[config.mk]
export PLATFORM = sky130hd
export DESIGN_NAME = ascii_telemetry_framer_crc16_unit
export DESIGN_NICKNAME = d
export VERILOG_FILES = /design/src/rtl/core/atfc_pkg.sv /design/src/rtl/core/atfc_front.sv /design/src/rtl/core/atfc_q.sv /design/src/rtl/core/atfc_back.sv /design/src/rtl/core/ascii_telemetry_framer_crc16_unit.sv
export SDC_FILE = /design/constraint.sdc
export NUM_CORES = 1
export LEC_CHECK = 0
export CORE_ASPECT_RATIO = 0.75
export CORE_MARGIN = 3
export CORE_UTILIZATION = 44
export CTS_BUF_LIST = sky130_fd_sc_hd__clkbuf_16
export CTS_CLUSTER_DIAMETER = 40
export DETAILED_ROUTE_END_ITERATION = 16
export DONT_BUFFER_PORTS = 1
export MAX_ROUTING_LAYER = met4
export PLACE_DENSITY = 0.7
export SLEW_MARGIN = 10
export SYNTH_ARGS = -nofsm -noshare
export SYNTH_HDL_FRONTEND = slang
export SYNTH_HIERARCHICAL = 1
export SYNTH_SLANG_ARGS = --single-unit
[constraint.sdc]
create_clock -name i_clk -period 4.93 [get_ports i_clk]
set_input_delay 0.493 -clock i_clk [delete_from_list [all_inputs] [get_ports i_clk]]
set_output_delay 0.493 -clock i_clk [all_outputs]
set_load 0.05 [all_outputs]
[src/rtl/core/atfc_pkg.sv]
package atfc_pkg;

    localparam int          QDEPTH   = 4;
    localparam int          QAW      = $clog2(QDEPTH);
    localparam logic [15:0] CRC_POLY = 16'h1021;
    localparam logic [15:0] CRC_INIT = 16'hFFFF;

    localparam logic [1:0] TAG_EV  = 2'd0;
    localparam logic [1:0] TAG_AD  = 2'd1;
    localparam logic [1:0] TAG_ST  = 2'd2;
    localparam logic [1:0] TAG_ACK = 2'd3;

    localparam logic [7:0] CH_DOLLAR = 8'h24;
    localparam logic [7:0] CH_COMMA  = 8'h2C;
    localparam logic [7:0] CH_STAR   = 8'h2A;
    localparam logic [7:0] CH_CR     = 8'h0D;
    localparam logic [7:0] CH_LF     = 8'h0A;

    // One queued job: the characters that one accepted word produces
    typedef struct packed {
        logic        hdr;
        logic [1:0]  tag;
        logic [7:0]  data;
        logic        pay;
        logic        trl;
        logic [15:0] crc;
    } t_job;

    typedef enum logic [7:0] {
        PH_DOLLAR = 8'b0000_0001,
        PH_TAG    = 8'b0000_0010,
        PH_COMMA  = 8'b0000_0100,
        PH_PAY    = 8'b0000_1000,
        PH_STAR   = 8'b0001_0000,
        PH_HEX    = 8'b0010_0000,
        PH_CR     = 8'b0100_0000,
        PH_LF     = 8'b1000_0000
    } t_phase;

    function automatic logic [15:0] crc_byte(input logic [15:0] crc, input logic [7:0] b);
        logic [15:0] c;
        c = crc ^ {b, 8'h00};
        for (int k = 0; k < 8; k++) begin
            if (c[15]) begin
                c = {c[14:0], 1'b0} ^ CRC_POLY;
            end else begin
                c = {c[14:0], 1'b0};
            end
        end
        return c;
    endfunction

    function automatic logic [7:0] hex_char(input logic [3:0] nib);
        logic [7:0] r;
        if (nib < 4'd10) begin
            r = 8'h30 + {4'h0, nib};
        end else begin
            r = 8'h37 + {4'h0, nib};
        end
        return r;
    endfunction

    function automatic logic [1:0] tag_last_idx(input logic [1:0] tag);
        return (tag == TAG_ACK) ? 2'd2 : 2'd1;
    endfunction

    function automatic logic [7:0] tag_char(input logic [1:0] tag, input logic [1:0] idx);
        logic [7:0] r;
        r = 8'h00;
        case (tag)
            TAG_EV: begin
                r = (idx == 2'd0) ? 8'h45 : 8'h56;
            end
            TAG_AD: begin
                r = (idx == 2'd0) ? 8'h41 : 8'h44;
            end
            TAG_ST: begin
                r = (idx == 2'd0) ? 8'h53 : 8'h54;
            end
            TAG_ACK: begin
                case (idx)
                    2'd0:    r = 8'h41;
                    2'd1:    r = 8'h43;
                    default: r = 8'h4B;
                endcase
            end
            default: r = 8'h00;
        endcase
        return r;
    endfunction

endpackage

[src/rtl/core/atfc_front.sv]
module atfc_front #(
    parameter int MAX_PAYLOAD = 127
) (
    input  logic            i_clk,
    input  logic            i_rst_n,
    input  logic            i_cfg_we,
    input  logic            i_cfg_data,
    input  logic            i_push,
    input  logic            i_q_full,
    input  logic [7:0]      i_payload_byte,
    input  logic            i_first_byte,
    input  logic            i_last_byte,
    input  logic [1:0]      i_tag_code,
    output atfc_pkg::t_job  o_job,
    output logic            o_job_push
);
    import atfc_pkg::*;

    localparam int CW = $clog2(MAX_PAYLOAD + 1);

    logic          r_stream_on;
    logic          r_drop;
    logic [15:0]   r_crc;
    logic [CW-1:0] r_count;

    logic          n_drop;
    logic [15:0]   n_crc;
    logic [CW-1:0] n_count;

    logic          accept;
    logic [15:0]   base_crc;
    logic [CW-1:0] base_cnt;
    logic          pay;
    logic [15:0]   upd_crc;

    always_comb begin
        accept   = i_push & ~i_q_full;
        base_crc = i_first_byte ? CRC_INIT : r_crc;
        base_cnt = i_first_byte ? '0 : r_count;
        n_drop   = i_first_byte ? (~r_stream_on & (i_tag_code == TAG_EV || i_tag_code == TAG_AD))
                                : r_drop;
        pay      = base_cnt < CW'(MAX_PAYLOAD);
        upd_crc  = pay ? crc_byte(base_crc, i_payload_byte) : base_crc;
        if (n_drop) begin
            n_crc   = base_crc;
            n_count = base_cnt;
        end else if (i_last_byte) begin
            n_crc   = CRC_INIT;
            n_count = '0;
        end else begin
            n_crc   = upd_crc;
            n_count = pay ? base_cnt + CW'(1) : base_cnt;
        end
        o_job.hdr  = i_first_byte;
        o_job.tag  = i_tag_code;
        o_job.data = i_payload_byte;
        o_job.pay  = pay;
        o_job.trl  = i_last_byte;
        o_job.crc  = upd_crc;
        // drop words of a suppressed frame and words that emit nothing
        o_job_push = accept & ~n_drop & (i_first_byte | pay | i_last_byte);
    end

    always_ff @(posedge i_clk) begin
        if (!i_rst_n) begin
            r_stream_on <= 1'b1;
            r_drop      <= 1'b0;
            r_crc       <= CRC_INIT;
            r_count     <= '0;
        end else begin
            if (i_cfg_we) begin
                r_stream_on <= i_cfg_data;
            end
            if (accept) begin
                r_drop  <= n_drop;
                r_crc   <= n_crc;
                r_count <= n_count;
            end
        end
    end

endmodule

[src/rtl/core/atfc_q.sv]
module atfc_q (
    input  logic            i_clk,
    input  logic            i_rst_n,
    input  logic            i_push,
    input  atfc_pkg::t_job  i_job,
    input  logic            i_pop,
    output atfc_pkg::t_job  o_job,
    output logic            o_full,
    output logic            o_empty
);
    import atfc_pkg::*;

    t_job           r_mem [QDEPTH];
    logic [QAW-1:0] r_wr;
    logic [QAW-1:0] r_rd;
    logic [QAW:0]   r_cnt;

    logic do_push;
    logic do_pop;

    assign o_full  = (r_cnt == (QAW + 1)'(QDEPTH));
    assign o_empty = (r_cnt == '0);
    assign do_push = i_push & ~o_full;
    assign do_pop  = i_pop & ~o_empty;
    assign o_job   = r_mem[r_rd];

    always_ff @(posedge i_clk) begin
        if (do_push) begin
            r_mem[r_wr] <= i_job;
        end
    end

    always_ff @(posedge i_clk) begin
        if (!i_rst_n) begin
            r_wr  <= '0;
            r_rd  <= '0;
            r_cnt <= '0;
        end else begin
            if (do_push) begin
                r_wr <= r_wr + QAW'(1);
            end
            if (do_pop) begin
                r_rd <= r_rd + QAW'(1);
            end
            if (do_push && !do_pop) begin
                r_cnt <= r_cnt + (QAW + 1)'(1);
            end else if (do_pop && !do_push) begin
                r_cnt <= r_cnt - (QAW + 1)'(1);
            end
        end
    end

endmodule

[src/rtl/core/atfc_back.sv]
module atfc_back (
    input  logic            i_clk,
    input  logic            i_rst_n,
    input  atfc_pkg::t_job  i_job,
    input  logic            i_q_empty,
    input  logic            i_out_pop,
    output logic            o_q_pop,
    output logic            o_empty,
    output logic [7:0]      o_out_byte,
    output logic            o_frame_end,
    output logic            o_run_last
);
    import atfc_pkg::*;

    logic       r_run;
    t_phase     r_ph;
    logic [1:0] r_idx;
    logic       r_ov;
    logic [7:0] r_byte;
    logic       r_fe;
    logic       r_last;

    t_phase     ph;
    t_phase     start_ph;
    t_phase     n_ph;
    logic [1:0] idx;
    logic [1:0] n_idx;
    logic [7:0] ch;
    logic       fe;
    logic       done;
    logic       adv;
    logic       emit;
    logic [3:0] nib;

    always_comb begin
        adv  = ~r_ov | i_out_pop;
        emit = adv & ~i_q_empty;
        if (i_job.hdr) begin
            start_ph = PH_DOLLAR;
        end else if (i_job.pay) begin
            start_ph = PH_PAY;
        end else begin
            start_ph = PH_STAR;
        end
        ph    = r_run ? r_ph : start_ph;
        idx   = r_run ? r_idx : 2'd0;
        ch    = CH_DOLLAR;
        fe    = 1'b0;
        done  = 1'b0;
        n_ph  = ph;
        n_idx = 2'd0;
        case (idx)
            2'd0:    nib = i_job.crc[15:12];
            2'd1:    nib = i_job.crc[11:8];
            2'd2:    nib = i_job.crc[7:4];
            default: nib = i_job.crc[3:0];
        endcase
        case (ph)
            PH_DOLLAR: begin
                ch   = CH_DOLLAR;
                n_ph = PH_TAG;
            end
            PH_TAG: begin
                ch = tag_char(i_job.tag, idx);
                if (idx == tag_last_idx(i_job.tag)) begin
                    n_ph = PH_COMMA;
                end else begin
                    n_idx = idx + 2'd1;
                end
            end
            PH_COMMA: begin
                ch = CH_COMMA;
                if (i_job.pay) begin
                    n_ph = PH_PAY;
                end else if (i_job.trl) begin
                    n_ph = PH_STAR;
                end else begin
                    done = 1'b1;
                end
            end
            PH_PAY: begin
                ch   = i_job.data;
                n_ph = PH_STAR;
                done = ~i_job.trl;
            end
            PH_STAR: begin
                ch   = CH_STAR;
                n_ph = PH_HEX;
            end
            PH_HEX: begin
                ch = hex_char(nib);
                if (idx == 2'd3) begin
                    n_ph = PH_CR;
                end else begin
                    n_idx = idx + 2'd1;
                end
            end
            PH_CR: begin
                ch   = CH_CR;
                n_ph = PH_LF;
            end
            PH_LF: begin
                ch   = CH_LF;
                fe   = 1'b1;
                done = 1'b1;
            end
            default: begin
                ch   = CH_LF;
                done = 1'b1;
            end
        endcase
        // the job stays at the queue head until its final character leaves
        o_q_pop = emit & done;
    end

    assign o_empty     = ~r_ov;
    assign o_out_byte  = r_byte;
    assign o_frame_end = r_fe;
    assign o_run_last  = r_last;

    always_ff @(posedge i_clk) begin
        if (!i_rst_n) begin
            r_run <= 1'b0;
            r_ph  <= PH_DOLLAR;
            r_idx <= 2'd0;
            r_ov  <= 1'b0;
        end else begin
            if (emit) begin
                r_run <= ~done;
                r_ph  <= n_ph;
                r_idx <= n_idx;
                r_ov  <= 1'b1;
            end else if (i_out_pop) begin
                r_ov  <= 1'b0;
            end
        end
    end

    always_ff @(posedge i_clk) begin
        if (emit) begin
            r_byte <= ch;
            r_fe   <= fe;
            r_last <= done;
        end
    end

endmodule

[src/rtl/core/ascii_telemetry_framer_crc16_unit.sv]
// ASCII telemetry framer with CRC-16/CCITT-FALSE trailer.
// Input side is a queue: present a payload word on the i_ fields with push while
// full is low. first_byte opens a frame with '$', the tag and ','; last_byte
// closes it with '*', four uppercase hex CRC digits of the payload, CR and LF.
// Output side is a queue: while empty is low the oldest character sits on the
// o_ ports; pop takes it. run_last marks the final character of one input word,
// frame_end marks the closing line feed.
// The first character of a word passes through the job queue and the output register.
// Output runs at one character per cycle while the receiver pops, from the
// single output sequencer; a word makes 1 to 13 characters, and words that
// make no character never enter the job queue. A four-entry job queue sits
// between the word classifier and the sequencer, so full rises only when it fills.
// A stalled receiver holds the current character; the sequencer stops and the
// job queue fills behind it. i_cfg_we writes stream_on; with it low, EV and AD
// frames are swallowed. Reset (synchronous, active low) empties both queues,
// sets stream_on, clears the CRC to 0xFFFF and the payload count to zero.
module ascii_telemetry_framer_crc16_unit #(
    parameter int MAX_PAYLOAD = 127
) (
    input  logic       i_clk,
    input  logic       i_rst_n,
    input  logic       i_cfg_we,
    input  logic       i_cfg_data,
    input  logic       push,
    output logic       full,
    input  logic [7:0] i_payload_byte,
    input  logic       i_first_byte,
    input  logic       i_last_byte,
    input  logic [1:0] i_tag_code,
    output logic       empty,
    input  logic       pop,
    output logic [7:0] o_out_byte,
    output logic       o_frame_end,
    output logic       o_run_last
);
    import atfc_pkg::*;

    t_job job_in;
    t_job job_head;
    logic q_push;
    logic q_pop;
    logic q_full;
    logic q_empty;

    assign full = q_full;

    atfc_front #(
        .MAX_PAYLOAD(MAX_PAYLOAD)
    ) u_front (
        .i_clk          (i_clk),
        .i_rst_n        (i_rst_n),
        .i_cfg_we       (i_cfg_we),
        .i_cfg_data     (i_cfg_data),
        .i_push         (push),
        .i_q_full       (q_full),
        .i_payload_byte (i_payload_byte),
        .i_first_byte   (i_first_byte),
        .i_last_byte    (i_last_byte),
        .i_tag_code     (i_tag_code),
        .o_job          (job_in),
        .o_job_push     (q_push)
    );

    atfc_q u_q (
        .i_clk   (i_clk),
        .i_rst_n (i_rst_n),
        .i_push  (q_push),
        .i_job   (job_in),
        .i_pop   (q_pop),
        .o_job   (job_head),
        .o_full  (q_full),
        .o_empty (q_empty)
    );

    atfc_back u_back (
        .i_clk       (i_clk),
        .i_rst_n     (i_rst_n),
        .i_job       (job_head),
        .i_q_empty   (q_empty),
        .i_out_pop   (pop),
        .o_q_pop     (q_pop),
        .o_empty     (empty),
        .o_out_byte  (o_out_byte),
        .o_frame_end (o_frame_end),
        .o_run_last  (o_run_last)
    );

`ifndef SYNTHESIS
    a_no_push_when_full: assert property (@(posedge i_clk) disable iff (!i_rst_n)
        q_full |-> !q_push)
        else $error("job pushed into a full queue");

    a_no_pop_when_empty: assert property (@(posedge i_clk) disable iff (!i_rst_n)
        q_empty |-> !q_pop)
        else $error("job popped from an empty queue");

    a_lf_closes_run: assert property (@(posedge i_clk) disable iff (!i_rst_n)
        (!empty && o_frame_end) |-> (o_run_last && o_out_byte == CH_LF))
        else $error("frame end not on a line feed closing the run");
`endif

endmodule

# Yosys cells after proc, flatten, opt, wreduce, memory -nomap -nowiden
# Memories as Yosys holds them, arrays and structs flattened. A register that Yosys moved wholly into a read port is not among the register bits.
# Index checks and enable logic that the tools add are counted.
# word_totals
wordCells	131
memories	1
in_bits	18
regBits	54
output_inout_bits	12
ram_bits	116
# memory_table
memory	words	word_bits	rd	rd_ports_with_merged_regs	write_ports	line_no	text
u_q.r_mem	4	29	1	1	1	atfc_q.sv:13	t_job r_mem [QDEPTH];
# classes
magnitude_cmp	2
n_addsub	8
bitwise_logic	27
n_reduce_logical	12
muxes	50
eq_ne	17
# ops
operator	n
case mux 8 bit (7 select lines)	2
two-way mux 13 bit	8
two-way mux 16 bit	4
two-way mux 8 bit	7
case mux 8 bit (4 select lines)	1
two-way mux 7 bit	4
NOT 3 bit	8
bitwise XOR 16 bit	1
adder 6 x 4 -> 7 bit, first input constant	2
two-way mux 2 bit	6
two-way mux 3 bit	4
case mux 4 bit (3 select lines)	1
two-way mux 5 bit	2
bitwise AND 1 bit	8
== test 2 bit, second input constant	4
== test 8 x 1 -> 1 bit, second input constant	1
== test 8 x 2 -> 1 bit, second input constant	1
== test 8 x 3 -> 1 bit, second input constant	1
== test 8 x 4 -> 1 bit, second input constant	1
== test 8 x 5 -> 1 bit, second input constant	1
== test 8 x 6 -> 1 bit, second input constant	1
== test 8 x 7 -> 1 bit, second input constant	1
== test 8 bit, second input constant	1
two-way mux 1 bit	8
21 further kinds	38

# Depth between registers and ports, before layout
# Gate-level depths: netlist of the first run.
# logic_depth
word_depth	21
depth_mapped	17
mapped_depth_nobuf	14

# By module
# The synthesis of the first run kept the hierarchy.
# modules_own_cells
module	seq_area_each_um2	cells_per_inst	area_each_um2	instances
atfc_q	3663.5	199	4675.7	1
atfc_front	500.5	217	1785.5	1
atfc_back	540.5	196	1626.6	1

# Worst setup path before layout of the first run
# OpenSTA, ideal clock, no wires.
# synth_timing
path_type	register to register
startpoint	register (tool-made name)
endpoint	register u_q.r_cnt[2]
stages_incl_launch_ff	17
path_buffers	2
path_slack_ps	1134
setup_ps	76
arrival_time_ps	3720
period_less_slack_ps	3796
t_required_ps	4854
path_cell_list	dfxtp_1 -> buf_6 -> buf_12 -> mux4_2 -> or3_1 -> a21boi_2 -> a31oi_2 -> nor4_4 -> o21bai_2 -> and2_1 -> o31ai_2 -> ha_1 -> inv_1 -> fa_1 -> xor2_1 -> or3_1 -> a21boi_0
# synth_lines
element	line_no	text
end signal: assignment	atfc_q.sv:46	r_cnt <= r_cnt + (QAW + 1)'(1);
end signal: assignment	atfc_q.sv:48	r_cnt <= r_cnt - (QAW + 1)'(1);
end: declaration	atfc_q.sv:16	logic [QAW:0] r_cnt;

# Worst setup path after layout of the first run
# layout_timing
startpoint	register u_back.r_run
endpoint	register u_q.r_cnt[2]
# layout_via
elab_chain_cells	9
word_cells_on_any_way	17
cone_classes	eq/ne: 7; mux: 3; bitwise: 2; reduce/logical: 5
# layout_rtl
element	line_no	text
start: declaration	atfc_back.sv:15	logic r_run;
start signal: assignment	atfc_back.sv:129	r_run <= ~done;
two-way mux 8 bit *	atfc_back.sv:45	ph = r_run ? r_ph : start_ph;
== test 8 x 1 -> 1 bit, or another cell as far along	atfc_back.sv:58	case (ph)
OR reduction 5 bit (no source line)	n/a	
case mux 1 bit (3 select lines) *	atfc_back.sv:58	
net u_back.done	atfc_back.sv:30	logic done;
bitwise AND 1 bit *	atfc_back.sv:113	o_q_pop = emit & done;
net q_pop	ascii_telemetry_framer_crc16_unit.sv:41	logic q_pop;
bitwise AND 1 bit *	atfc_q.sv:24	assign do_pop = i_pop & ~o_empty;
zero test 1 bit	atfc_q.sv:45	if (do_push && !do_pop) begin
logical AND 1 bit	atfc_q.sv:45	
two-way mux 3 bit / nonzero test 2 bit (equally long branches)	n/a	
# Mark *: on every way through the listed nets, which the timed path passes. The rest lies on a longest branch.
# A chain may end at the register's enable or synchronous reset.

==> results of run 1 <==
[metrics by stage]
stage | power [mW] | utilization, % | std cells | area [um2]
2_1_floorplan | 3.07 | - | 612 | 8090
3_3_place_gp | 3.29 | 45.9 | 821 | 8180
3_5_place_dp | 3.33 | 45.9 | 821 | 8180
4_1_cts | 4.59 | 49.0 | 853 | 8730
5_1_grt | 4.80 | 49.0 | 854 | 8730
6_report | 4.56 | 49.0 | 854 | 8730
[worst max-delay path, cell delays in order, from the launching register on]
cell and delay [ps]:
dfxtp_1 790, nand2_1 210, or3_1 370, a21oi_2 500, nor4_4 160, o21bai_2 250, and2_1 200, o31ai_2 90
ha_1 240, inv_1 60, fa_1 380, xor2_1 160, or3_1 310, a21boi_0 230
[kinds of logic (layout without fill, tap and decap cells)]
| logic type | count (synthesis) | count (layout) | synth area share (%) |
|---|---|---|---|
| compound gates | 125 | 125 | 10.7 |
| xor+xnor | 40 | 40 | 4.33 |
| fa+ha+maj | 13 | 13 | 2.10 |
| buf+inv | 57 | 56 | 4.11 |
| flops | 172 | 172 | 58.2 |
| mux | 38 | 38 | 9.24 |
| other cells | 0 | 1 | 0 |
| simple gates | 167 | 167 | 11.3 |
[flip-flops by register name, summed over array words and instances (netlist names), named ones only]
| register | cells |
|---|---|
| u_q/r_wr | 2 |
| u_back/o_frame_end | 1 |
| u_front/r_count | 7 |
| u_front/r_drop | 1 |
| u_q/r_rd | 2 |
| u_back/o_out_byte | 8 |
| u_back/r_ph | 8 |
| u_back/r_run | 1 |
| u_front/r_stream_on | 1 |
| u_q/r_cnt | 3 |
| u_back/o_run_last | 1 |
| u_front/r_crc | 16 |
| u_back/r_idx | 2 |
| u_back/r_ov | 1 |
| u_q/r_mem | 116 |
[power breakdown]
group          internal [mW]  leakage (nW)  switching (mW)
combinational          0.483          1.10           0.692
sequential              1.86          1.52           0.275
clock                  0.696         0.285           0.556
[how the worst max path moves through the flow]
stage | to | slack [ps] | cells past startpoint
4_1_cts | u_q/r_cnt[2]$_SDFFE_PN0P_ | 920 | 13
5_1_grt | u_q/r_cnt[2]$_SDFFE_PN0P_ | 640 | 13
6_report | u_q/r_cnt[2]$_SDFFE_PN0P_ | 890 | 13
2_1_floorplan | u_q/r_cnt[2]$_SDFFE_PN0P_ | 1130 | 16
3_5_place_dp | u_q/r_cnt[2]$_SDFFE_PN0P_ | 930 | 13
3_3_place_gp | u_q/r_cnt[2]$_SDFFE_PN0P_ | 1190 | 13
[layout by cell type, fill, tap and decap left out, types with 9 or more instances in the layout]
cell       Yosys  routed
mux2i_1        9       9
clkbuf_16      0      17
a2bb2oi_1     14      14
and2_1        13      13
nor2_1        38      38
nand3_1       15      15
inv_1         15      18
xnor2_1       29      29
dfxtp_1       46      45
nor3_1         9       9
a21oi_1       22      22
xor2_1        11      11
ha_1          12      12
nand2_1       38      38
mux4_2        28      28
o21ai_0       32      32
edfxtp_1     126     126
[layer usage]
layer  up-vias  wire (um)  global-route usage [%]
met5         -          0                       -
met2       179       7820                    28.0
met3        20       1310                    4.59
met1      2497       7990                    26.0
li1       2290          -                       -
met4         0        209                    5.76
[layout make-up]
class                      count  share of cell area (%)
sequential                   172                    53.9
multi-input combinational    383                    34.9
clock buffer                  17                    4.87
tap                          242                    3.47
clock inverter                15                    1.43
timing repair buffer           8                   0.688
inverter                      16                   0.688
antenna                        1                  0.0287
==> summary.md, run 1 <==
| Metric | Value |
|---|---|
| Clock tree buffer depth | `2` |
| Clock sink total | `172` |
| Die W | `163 um` |
| Average size of a mapped cell | `roughly 13 um2` |
| Area contributors post-synth | `edfxtp_1, dfxtp_1, mux4_2` |
| Vias per cell | `5.84` |
| Synth-to-layout area growth | `7.97%` |
| Largest net degree at the start of global routing | `49` |
| Nets@finish | `629` |
| Hold Path Depth | `1` |
| PnR worst setup slack | `894 ps` |
| Die height | `123 um` |
| Setup violations, final | `0` |
| Reg2reg setup slack | `slightly below 900 ps` |
| Syn Nets | `643` |
| Antenna violations before repair | `1` |
| First-pass GRT wire length | `27400 um` |
| Seq cells post-synth | `approximately 170` |
| Initial core utilization | `45.4%` |
| CTS resizes | `0` |
| TNS Setup | `0 ps` |
| Max-Slew Margin vs Limit | `49.8%` |
| DP HPWL | `11400 um` |
| Lkg Pwr | `2.91 nW` |
| Outcome | `complete, no violations` |
| Detailed router's first-iteration violation count | `383` |
| Global-route usage over all layers | `18.9%` |
| Slew of the pin with the lowest slew margin | `746 ps` |
| Final worst path period share | `81.9%` |
| Min Hold Slack | `~150 ps` |
| I/O pin cnt | `30` |
| Post-synth top area share | `46.8%` |
| Critical Path RT | `5260 ps` |
| Worst reg2reg startpoint | `u_back/r_run$_SDFFE_PN0P_` |
| PwrDens | `522 mW/mm2` |
| Synth Warn # | `6` |
| Final Hold Fails | `0` |
| Post-Synthesis Cells | `between 600 and 700` |
| Via Count | `4986` |
| Post-CTS setup buffer count | `0` |
| Capturing point of the worst reg2reg path | `u_q/r_cnt[2]$_SDFFE_PN0P_` |
| CTS root buffer | `clkbuf_16` |
| DRC Markers | `0` |
| Crit-path max FO | `20` |
| Final ANT Viol Nets | `0` |
| Hold-fix buffers, CTS | `0` |
| Synth cell types | `81` |
| Fillers | `about 1500` |
| Synthesized cell area | `0.00809 mm2` |
| Vias in the first global route | `4864` |
| Hold/Removal Path Class | `input pin to register` |
| Crit. Startpoint | `u_back/r_run$_SDFFE_PN0P_` |
| Register area share after synthesis | `58.2%` |
| Crit path arrival time | `around 4400 ps` |
| Post-route clock skew | `10.9 ps` |
| EDFF count, synth | `around 130` |
| Most numerous cell in the Yosys netlist | `edfxtp_1` |
| CP Capture Type | `register` |
| H-tree Lvls | `4` |
| Cts bufs inserted | `17` |
| WHS Endpoint | `u_front/r_stream_on$_SDFFE_PN1P_` |
| Port Buffers | `0` |
| Worst-path clk slew | `~70 ps` |
| Share of cells above drive strength 1 | `14.7%` |
| Max Slew Vio Count | `0` |
| Worst VDD drop | `roughly 0.27 mV` |
| Post-synth top cells | `edfxtp_1, dfxtp_1, nand2_1, nor2_1, o21ai_0` |
| Pre-antenna DRT Iters | `6` |
| Tmin final | `4040 ps` |
| Async set-or-reset flop fraction in the synthesized netlist | `0%` |
| Routed WL | `17300 um` |
| CP Class | `register to register` |
| Hold Path Origin | `i_rst_n` |
| Top_reg_cell synth | `edfxtp_1` |
| Clock Latency Late Sink | `430 ps` |
| Final Wtd Congestion | `0.864` |
| MaxCap Viol Count | `0` |
| WL/cell | `just over 20 um` |
| CTS tree | `done` |
| Setup crit start kind | `register` |
| Sequential cell area | `0.00471 mm2` |
| RSZ-0062 raised after global routing | `no` |
| Gr ovfl total | `0` |
| Multi-input gate area | `0.00305 mm2` |
| Register-to-Register Path Depth | `13` |
| Synth area leader | `edfxtp_1` |
| FMAX | `248 MHz` |
| Die ar. | `0.0201 mm2` |
| Pre-CTS WS | `930 ps` |
| Core area | `0.0178 mm2` |
| Num rows | `42` |
Power figures use the tool's default switching activity.
==> inputs of run 2 (changes only) <==
- ABC_AREA: default -> 1
- clock period: 4.93 -> 4 ns (I/O delays scaled with it)
==> run 2 against run 1 <==
Design area rose by 13%. Critical path type unchanged. Synthesized cell count rose by 62%. Critical path depth rose by 4. Largest power group unchanged.
==> summary.md, run 2 <==
| Metric | Value |
|---|---|
| Routed WL | `20700 um (+20%)` |
| Global-route usage over all layers | `19.8% (+0.93 points)` |
| Vias in the first global route | `6281 (+29%)` |
| Area contributors post-synth | `edfxtp_1, dfxtp_1, nand2_1` |
| Port Buffers | `0 (unchanged)` |
| Top_reg_cell synth | `edfxtp_1` |
| Max Slew Vio Count | `0 (unchanged)` |
| Hold/Removal Path Class | `input pin to register` |
| Clock share of power | `25.4% (-2.1 points)` |
| Biggest regs | `u_q/r_mem x116, u_front/r_crc x16` |
| Synth area leader | `edfxtp_1` |
| Post-CTS setup buffer count | `0 (unchanged)` |
| PwrDens | `669 mW/mm2 (+28%)` |
| DP HPWL | `13900 um (+23%)` |
| Num rows | `45 (+7.1%)` |
| Post-route clock skew | `7.59 ps (-3.32 ps)` |
| Slew of the pin with the lowest slew margin | `601 ps (-146 ps)` |
| Hold-fix buffers, CTS | `0 (unchanged)` |
| Synth Warn # | `6 (unchanged)` |
| Sw frac | `39.5% (+6.1 points)` |
| Cell-internal power | `4.01 mW (+32%)` |
| Lkg Pwr | `3.97 nW (+36%)` |
| Clock sink total | `172 (unchanged)` |
| Placed cell areas | `0.00930 mm2 (+14%)` |
| Synth-to-layout area growth | `8.21%` |
| Share of cells above drive strength 1 | `17.5% (+2.7 points)` |
| EDFF count, synth | `126 (unchanged)` |
| FMAX | `298 MHz (+20%)` |
| WL/cell | `16.3 um (-20%)` |
| Tmin final | `3360 ps (-677 ps)` |
| Grt met2 use | `28.6% (+0.62 points)` |
| Async set-or-reset flop fraction in the synthesized netlist | `0% (unchanged)` |
| Syn Nets | `1020 (+59%)` |
| Cts bufs inserted | `17 (unchanged)` |
| Reg2reg setup slack | `640 ps (-250 ps)` |
| PnR worst setup slack | `641 ps (-253 ps)` |
| MaxCap Viol Count | `0 (unchanged)` |
| Synth cell types | `45 (-44%)` |
| Post-Synthesis Cells | `989 (+62%)` |
| Most numerous cell in the Yosys netlist | `nand2_1` |
| Nets@finish | `1009 (+60%)` |
| Initial core utilization | `45.0% (-0.41 points)` |
| GRT met3 Usage | `4.03% (-0.56 points)` |
| GR peak layer | `met2` |
| Worst-path clk slew | `70 ps (about the same)` |
| RSZ-0062 raised after global routing | `no` |
| Register-to-Register Path Depth | `17 (+4)` |
| Slowest stage delay, CP | `400 ps (-390 ps)` |
| Clock Latency Late Sink | `430 ps (about the same)` |
| Capturing point of the worst reg2reg path | `u_q/r_cnt[1]$_SDFFE_PN0P_` |
| Vias per cell | `5.31 (-9.0%)` |
| Max reg flops | `116 (unchanged)` |
| WP buf/inv | `3 (+2)` |
| Final worst path period share | `84.0% (+2.1 points)` |
| Register area share after synthesis | `51.5% (-6.7 points)` |
| Slowest cell on the critical path | `fa_1` |
| Antenna diodes | `0 (-1)` |
| Clock tree buffer depth | `2 (unchanged)` |
| Average size of a mapped cell | `9.25 um2 (-30%)` |
| Critical path endpoint | `u_q/r_cnt[1]$_SDFFE_PN0P_` |
| CTS root buffer | `clkbuf_16` |
| Seq cells post-synth | `172 (unchanged)` |
| Antenna violations before repair | `0 (-1)` |
| H-tree Lvls | `4 (unchanged)` |
| Synthesized cell area | `0.00914 mm2 (+13%)` |
| TNS Setup | `0 ps (unchanged)` |
| Crit path arrival time | `3680 ps (-690 ps)` |
| Pre-CTS WS | `684 ps (-246 ps)` |
| CP Capture Type | `register` |
| Met1 GRT Util | `28.1% (+2.1 points)` |
| Critical Path RT | `4320 ps (-940 ps)` |
| Via Count | `6764 (+36%)` |
| CP top delay family | `simple AND/OR/NAND/NOR gates` |
| Outcome | `complete, no violations` |
| Core area | `0.0203 mm2 (+14%)` |
| Die height | `131 um (+6.0%)` |
| Most frequent cells in the layout | `nand2_1, edfxtp_1, nor2_1` |
| Gr ovfl total | `0 (unchanged)` |
| Post-synth top cells | `nand2_1, edfxtp_1, nor2_1` |
| Crit. path cell count | `17 (+4)` |
| I/O pin cnt | `30 (unchanged)` |
| Post-synth top area share | `41.4% (-5.4 points)` |
| CP Cell Sequence | `buf_4, nor2_1, o22ai_2, inv_1, nand2_1, nand2_4, nor2_8, nand3_2, o21ai_1, nand2_1, a21oi_2, nand2_1, ha_1, inv_1, fa_1, o21ai_0, nor2_1` |
| Pre-antenna DRT Iters | `5 (-1)` |
| Commonest non-fill, non-tap cell in the layout | `nand2_1` |
| Cell mode on critical path | `nand2_1` |
| Setup crit start kind | `register` |
| Final ANT Viol Nets | `0 (unchanged)` |
| Final Wtd Congestion | `0.913 (+5.7%)` |
| CTS tree | `done` |
| Final Hold Fails | `0 (unchanged)` |
| Die ar. | `0.0226 mm2 (+12%)` |
| Crit-path max FO | `33 (+65%)` |
| Detailed router's first-iteration violation count | `784 (+100%)` |
| Max-Slew Margin vs Limit | `59.9% (+10 points)` |
| First-pass GRT wire length | `33200 um (+21%)` |
| CP Class | `register to register` |
| Largest net degree at the start of global routing | `35 (-29%)` |
| Seq pwr share | `39.7% (-7.1 points)` |
| Largest reg by FF count | `u_q/r_mem` |
| Combinational fraction of design power | `34.9% (+9.2 points)` |
| Worst VDD drop | `0.303 mV (+11%)` |
| Die W | `172 um (+6.1%)` |
| DRC Markers | `0 (unchanged)` |
| Design area | `0.00989 mm2 (+13%)` |
| Setup violations, final | `0 (unchanged)` |
| CTS resizes | `0 (unchanged)` |
| Net switching power | `2.62 mW (+72%)` |
==> run 2: cell count changes in the layout (fill, tap and decap cells not counted), moves of 16 or more <==
cell,delta
nand3_1,+48
mux4_2,-28
o22ai_2,+20
nor2_2,+16
xnor2_1,-29
nor2_1,+54
inv_1,+72
o21ai_0,+45
nand2_1,+176
nor2_4,+28
==> run 2: area by class of cell <==
class                           instances  area [um2]
Fill cell                            1814       10400
Sequential cell                       172        4710
Multi-Input combinational cell        664        3710
Clock buffer                           17         425
Inverter                              106         398
Tap cell                              282         353
Clock inverter                         15         170
Timing Repair Buffer                   17         128
==> run 2: logic make-up (layout without fill, tap and decap cells) <==
| family | count (synthesis) | in the layout | share of synthesized area (%) |
|---|---|---|---|
| flops | 172 | 172 | 51.5 |
| xor+xnor | 3 | 3 | 0.287 |
| fa+ha+maj | 13 | 13 | 1.86 |
| buf+inv | 153 | 155 | 8.07 |
| compound gates | 192 | 192 | 13.6 |
| simple gates | 456 | 456 | 24.7 |
==> run 2: power groups by stage <==
stage               logic (mW)  registers, mW  clock network [mW]
floorplan                 1.80           2.64                   0
global placement          2.24           2.66                   0
detailed placement        2.28           2.67                   0
CTS                       2.29           2.63                1.71
global route              2.58           2.66                1.78
finish                    2.31           2.63                1.68
==> run 2: worst min-delay path by stage <==
stage,depth (start not counted),end,startpoint,slack [ps]
floorplan,2,u_front/r_stream_on$_SDFFE_PN1P_,u_front/r_stream_on$_SDFFE_PN1P_,440
global placement,2,u_front/r_count[0]$_SDFFE_PN0P_,u_front/r_count[0]$_SDFFE_PN0P_,450
detailed placement,2,u_front/r_count[0]$_SDFFE_PN0P_,u_front/r_count[0]$_SDFFE_PN0P_,460
CTS,1,u_front/r_stream_on$_SDFFE_PN1P_,i_cfg_we,50
global route,0,u_q/r_mem[2][26]$_DFFE_PP_,i_tag_code[0],50
finish,1,u_front/r_stream_on$_SDFFE_PN1P_,i_cfg_we,70
==> run 2: metrics by stage <==
step	total power, mW	utilization (%)	hold slack, ps	std cells
3_3_place_gp	4.90	45.7	455	1241
6_report	6.62	48.7	65.3	1273
3_5_place_dp	4.94	45.7	461	1241
5_1_grt	7.02	48.7	48.3	1273
4_1_cts	6.63	48.7	47.7	1273
2_1_floorplan	4.44	-	441	989
==> run 2: per-layer routing <==
| metal | share of wire (%) | up-vias | wire, um |
|---|---|---|---|
| li1 | - | 3302 | - |
| met1 | 48 | 3188 | 9890 |
| met2 | 43 | 250 | 8950 |
| met3 | 7.7 | 24 | 1590 |
| met4 | 1.5 | 0 | 303 |
| met5 | 0 | - | 0 |
==> inputs of run 3 (changes only) <==
- PLACE_DENSITY: 0.7 -> 0.72
- clock period: 4 -> 2.7 ns (I/O delays scaled with it)
==> run 3 against run 2 <==
Critical path type unchanged. Global-route usage grew 0.58 points. Utilization grew 3.6 points. Worst hold slack lost 35 ps. Maximum frequency grew 22%. Critical path depth rose by 1. Register-to-register slack lost 690 ps. Via count increased by 4.0%. Count of clock-buffer cells in the layout is the same. Die area stayed put. The flow now finishes with violations (negative setup slack). Setup slack worse by 690 ps. Critical endpoint unchanged. Largest cell class unchanged.
==> summary.md, run 3 (synthesized netlist as in run 2, its figures left out) <==
| Metric | Value |
|---|---|
| Outcome | `finished, violations left` |
| Violated checks | `negative setup slack` |
| Gr ovfl total | `0 (unchanged)` |
| Setup violations, final | `2 (+2)` |
| Post-route clock skew | `11.1 ps (+3.47 ps)` |
| Hold Path Origin | `i_last_byte` |
| FMAX | `364 MHz (+22%)` |
| Num rows | `45 (unchanged)` |
| Final Wtd Congestion | `0.887 (-2.9%)` |
| Final Hold Fails | `0 (unchanged)` |
| Sequential cell area | `0.00471 mm2 (about the same)` |
| CP Capture Type | `register` |
| Commonest non-fill, non-tap cell in the layout | `nand2_1` |
| Global-route usage over all layers | `20.4% (+0.58 points)` |
| CP Cell Sequence | `inv_6, buf_12, nor2_4, o22ai_4, inv_2, nand2_4, nand2_4, nor2_8, nand2_4, o21ai_2, nand2_2, a21oi_4, nand2_2, ha_4, inv_4, fa_2, o21ai_2, nor2_1` |
| Core area | `0.0203 mm2 (unchanged)` |
| Most frequent cells in the layout | `nand2_1, edfxtp_1, inv_1` |
| Slowest stage delay, CP | `420 ps (+20 ps)` |
| Slowest cell on the critical path | `fa_2` |
| Synth-to-layout area growth | `16.3%` |
| Routed WL | `21800 um (+5.1%)` |
| TNS Setup | `-85.9 ps (-85.9 ps)` |
| PwrDens | `980 mW/mm2 (+46%)` |
| Met1 GRT Util | `28.5% (+0.37 points)` |
| Fillers | `1762 (-2.9%)` |
| DRC Markers | `0 (unchanged)` |
| Max reg flops | `116 (unchanged)` |
| Via Count | `7037 (+4.0%)` |
| Largest reg by FF count | `u_q/r_mem` |
| Nets@finish | `1067 (+5.7%)` |
| Worst-path clk slew | `60 ps (about the same)` |
| I/O pin cnt | `30 (unchanged)` |
| Capturing point of the worst reg2reg path | `u_q/r_cnt[1]$_SDFFE_PN0P_` |
| WP buf/inv | `4 (+1)` |
| MaxCap Viol Count | `0 (unchanged)` |
| Lkg Pwr | `4.23 nW (+6.7%)` |
| Vias per cell | `5.29 (-0.50%)` |
| Multi-input gate area | `0.00391 mm2 (+5.2%)` |
| Clock sink total | `172 (unchanged)` |
| Design area | `0.0106 mm2 (+7.5%)` |
| Cts bufs inserted | `17 (unchanged)` |
| Initial core utilization | `45.0% (unchanged)` |
| CTS tree | `done` |
| Pre-antenna DRT Iters | `6 (+1)` |
| Vias in the first global route | `6471 (+3.0%)` |
| PnR worst setup slack | `-49.4 ps (-690 ps)` |
| Max-Slew Margin vs Limit | `61.4% (+1.5 points)` |
| Register-to-Register Path Depth | `18 (+1)` |
| H-tree Lvls | `4 (unchanged)` |
| Grt met2 use | `30.3% (+1.7 points)` |
| Placed cell areas | `0.00966 mm2 (+3.9%)` |
| Setup crit start kind | `register` |
| Tmin final | `2750 ps (-610 ps)` |
| Max Slew Vio Count | `0 (unchanged)` |
| Reg2reg setup slack | `-50 ps (-690 ps)` |
| CTS root buffer | `clkbuf_16` |
| Min Hold Slack | `30.2 ps (-35.1 ps)` |
| First-pass GRT wire length | `34300 um (+3.2%)` |
| WHS Endpoint | `u_front/r_crc[11]$_SDFFE_PN1P_` |
| Crit path arrival time | `3080 ps (-600 ps)` |
| Antenna violations before repair | `0 (unchanged)` |
| GR peak layer | `met2` |
| Final ANT Viol Nets | `0 (unchanged)` |
| Crit-path max FO | `6 (-82%)` |
| Cell mode on critical path | `nand2_4` |
| CP Class | `register to register` |
| Die ar. | `0.0226 mm2 (unchanged)` |
| Port Buffers | `0 (unchanged)` |
| CP top delay family | `simple AND/OR/NAND/NOR gates` |
| Clock Latency Late Sink | `430 ps (about the same)` |
| GRT met3 Usage | `4.87% (+0.84 points)` |
| Die height | `131 um (unchanged)` |
| Final worst path period share | `102% (+18 points)` |
| RSZ-0062 raised after global routing | `yes` |
| Biggest regs | `u_q/r_mem x116, u_front/r_crc x16` |
| Antenna diodes | `0 (unchanged)` |
| Worst VDD drop | `0.402 mV (+33%)` |
| Share of cells above drive strength 1 | `22.3% (+4.8 points)` |
| Slew of the pin with the lowest slew margin | `575 ps (-25.4 ps)` |
| WL/cell | `16.4 um (+0.51%)` |
| Largest net degree at the start of global routing | `43 (+23%)` |
| Hold/Removal Path Class | `input pin to register` |
| Clock tree buffer depth | `2 (unchanged)` |
| Detailed router's first-iteration violation count | `723 (-7.8%)` |
| Hold Path Depth | `2 (+1)` |
| DP HPWL | `14200 um (+1.9%)` |
| Die W | `172 um (unchanged)` |
| Critical Path RT | `3030 ps (-1290 ps)` |
run 3: power by group:
group | switching [mW] | internal, mW
sequential | 0.471 | 3.43
combinational | 2.63 | 1.59
clock | 1.03 | 1.27
run 3: cell type report:
class | count | share of cell area [%]
well taps | 282 | 3.32
repair buffers | 75 | 6.62
flip-flops and latches | 172 | 44.3
inverters | 106 | 3.85
clock buffers | 17 | 4.00
multi-input cells | 664 | 36.7
clock inverters | 15 | 1.19
run 3: routing by layer:
metal	share of wire, %	routed length (um)
met1	46	10100
met2	45	9850
met3	7.8	1700
met4	0.76	166
met5	0	0
run 3: how the worst max path moves through the flow:
stage | endpoint | depth (start not counted) | start | slack [ps]
2_1_floorplan | u_q/r_mem[0][0]$_DFFE_PP_ | 11 | u_q/r_cnt[0]$_SDFFE_PN0P_ | -180
3_3_place_gp | u_q/r_cnt[1]$_SDFFE_PN0P_ | 18 | register | 10
3_5_place_dp | u_q/r_cnt[1]$_SDFFE_PN0P_ | 18 | register | -120
4_1_cts | u_q/r_cnt[1]$_SDFFE_PN0P_ | 18 | register | 0.5
5_1_grt | u_q/r_cnt[1]$_SDFFE_PN0P_ | 18 | register | -180
6_report | u_q/r_cnt[1]$_SDFFE_PN0P_ | 18 | register | -50
run 3: repair_timing:
action,CTS,global route
endpoints found under the hold margin,69,0
hold buffers,25,0
gates resized for setup,13,22
pin swaps,7,23
gates cloned,0,0
endpoints found under the setup margin,2,12
buffers inserted,2,2
run 3: metrics by stage:
step / utilization (%) / cells / power (mW) / setup WS, ps
2_1_floorplan: - / 989 / 6.71 / -176
3_3_place_gp: 47.5 / 1270 / 7.71 / 9.71
3_5_place_dp: 47.5 / 1270 / 7.79 / -116
4_1_cts: 51.8 / 1329 / 10.3 / 0.468
5_1_grt: 52.3 / 1331 / 11.0 / -179
6_report: 52.3 / 1331 / 10.4 / -49.4
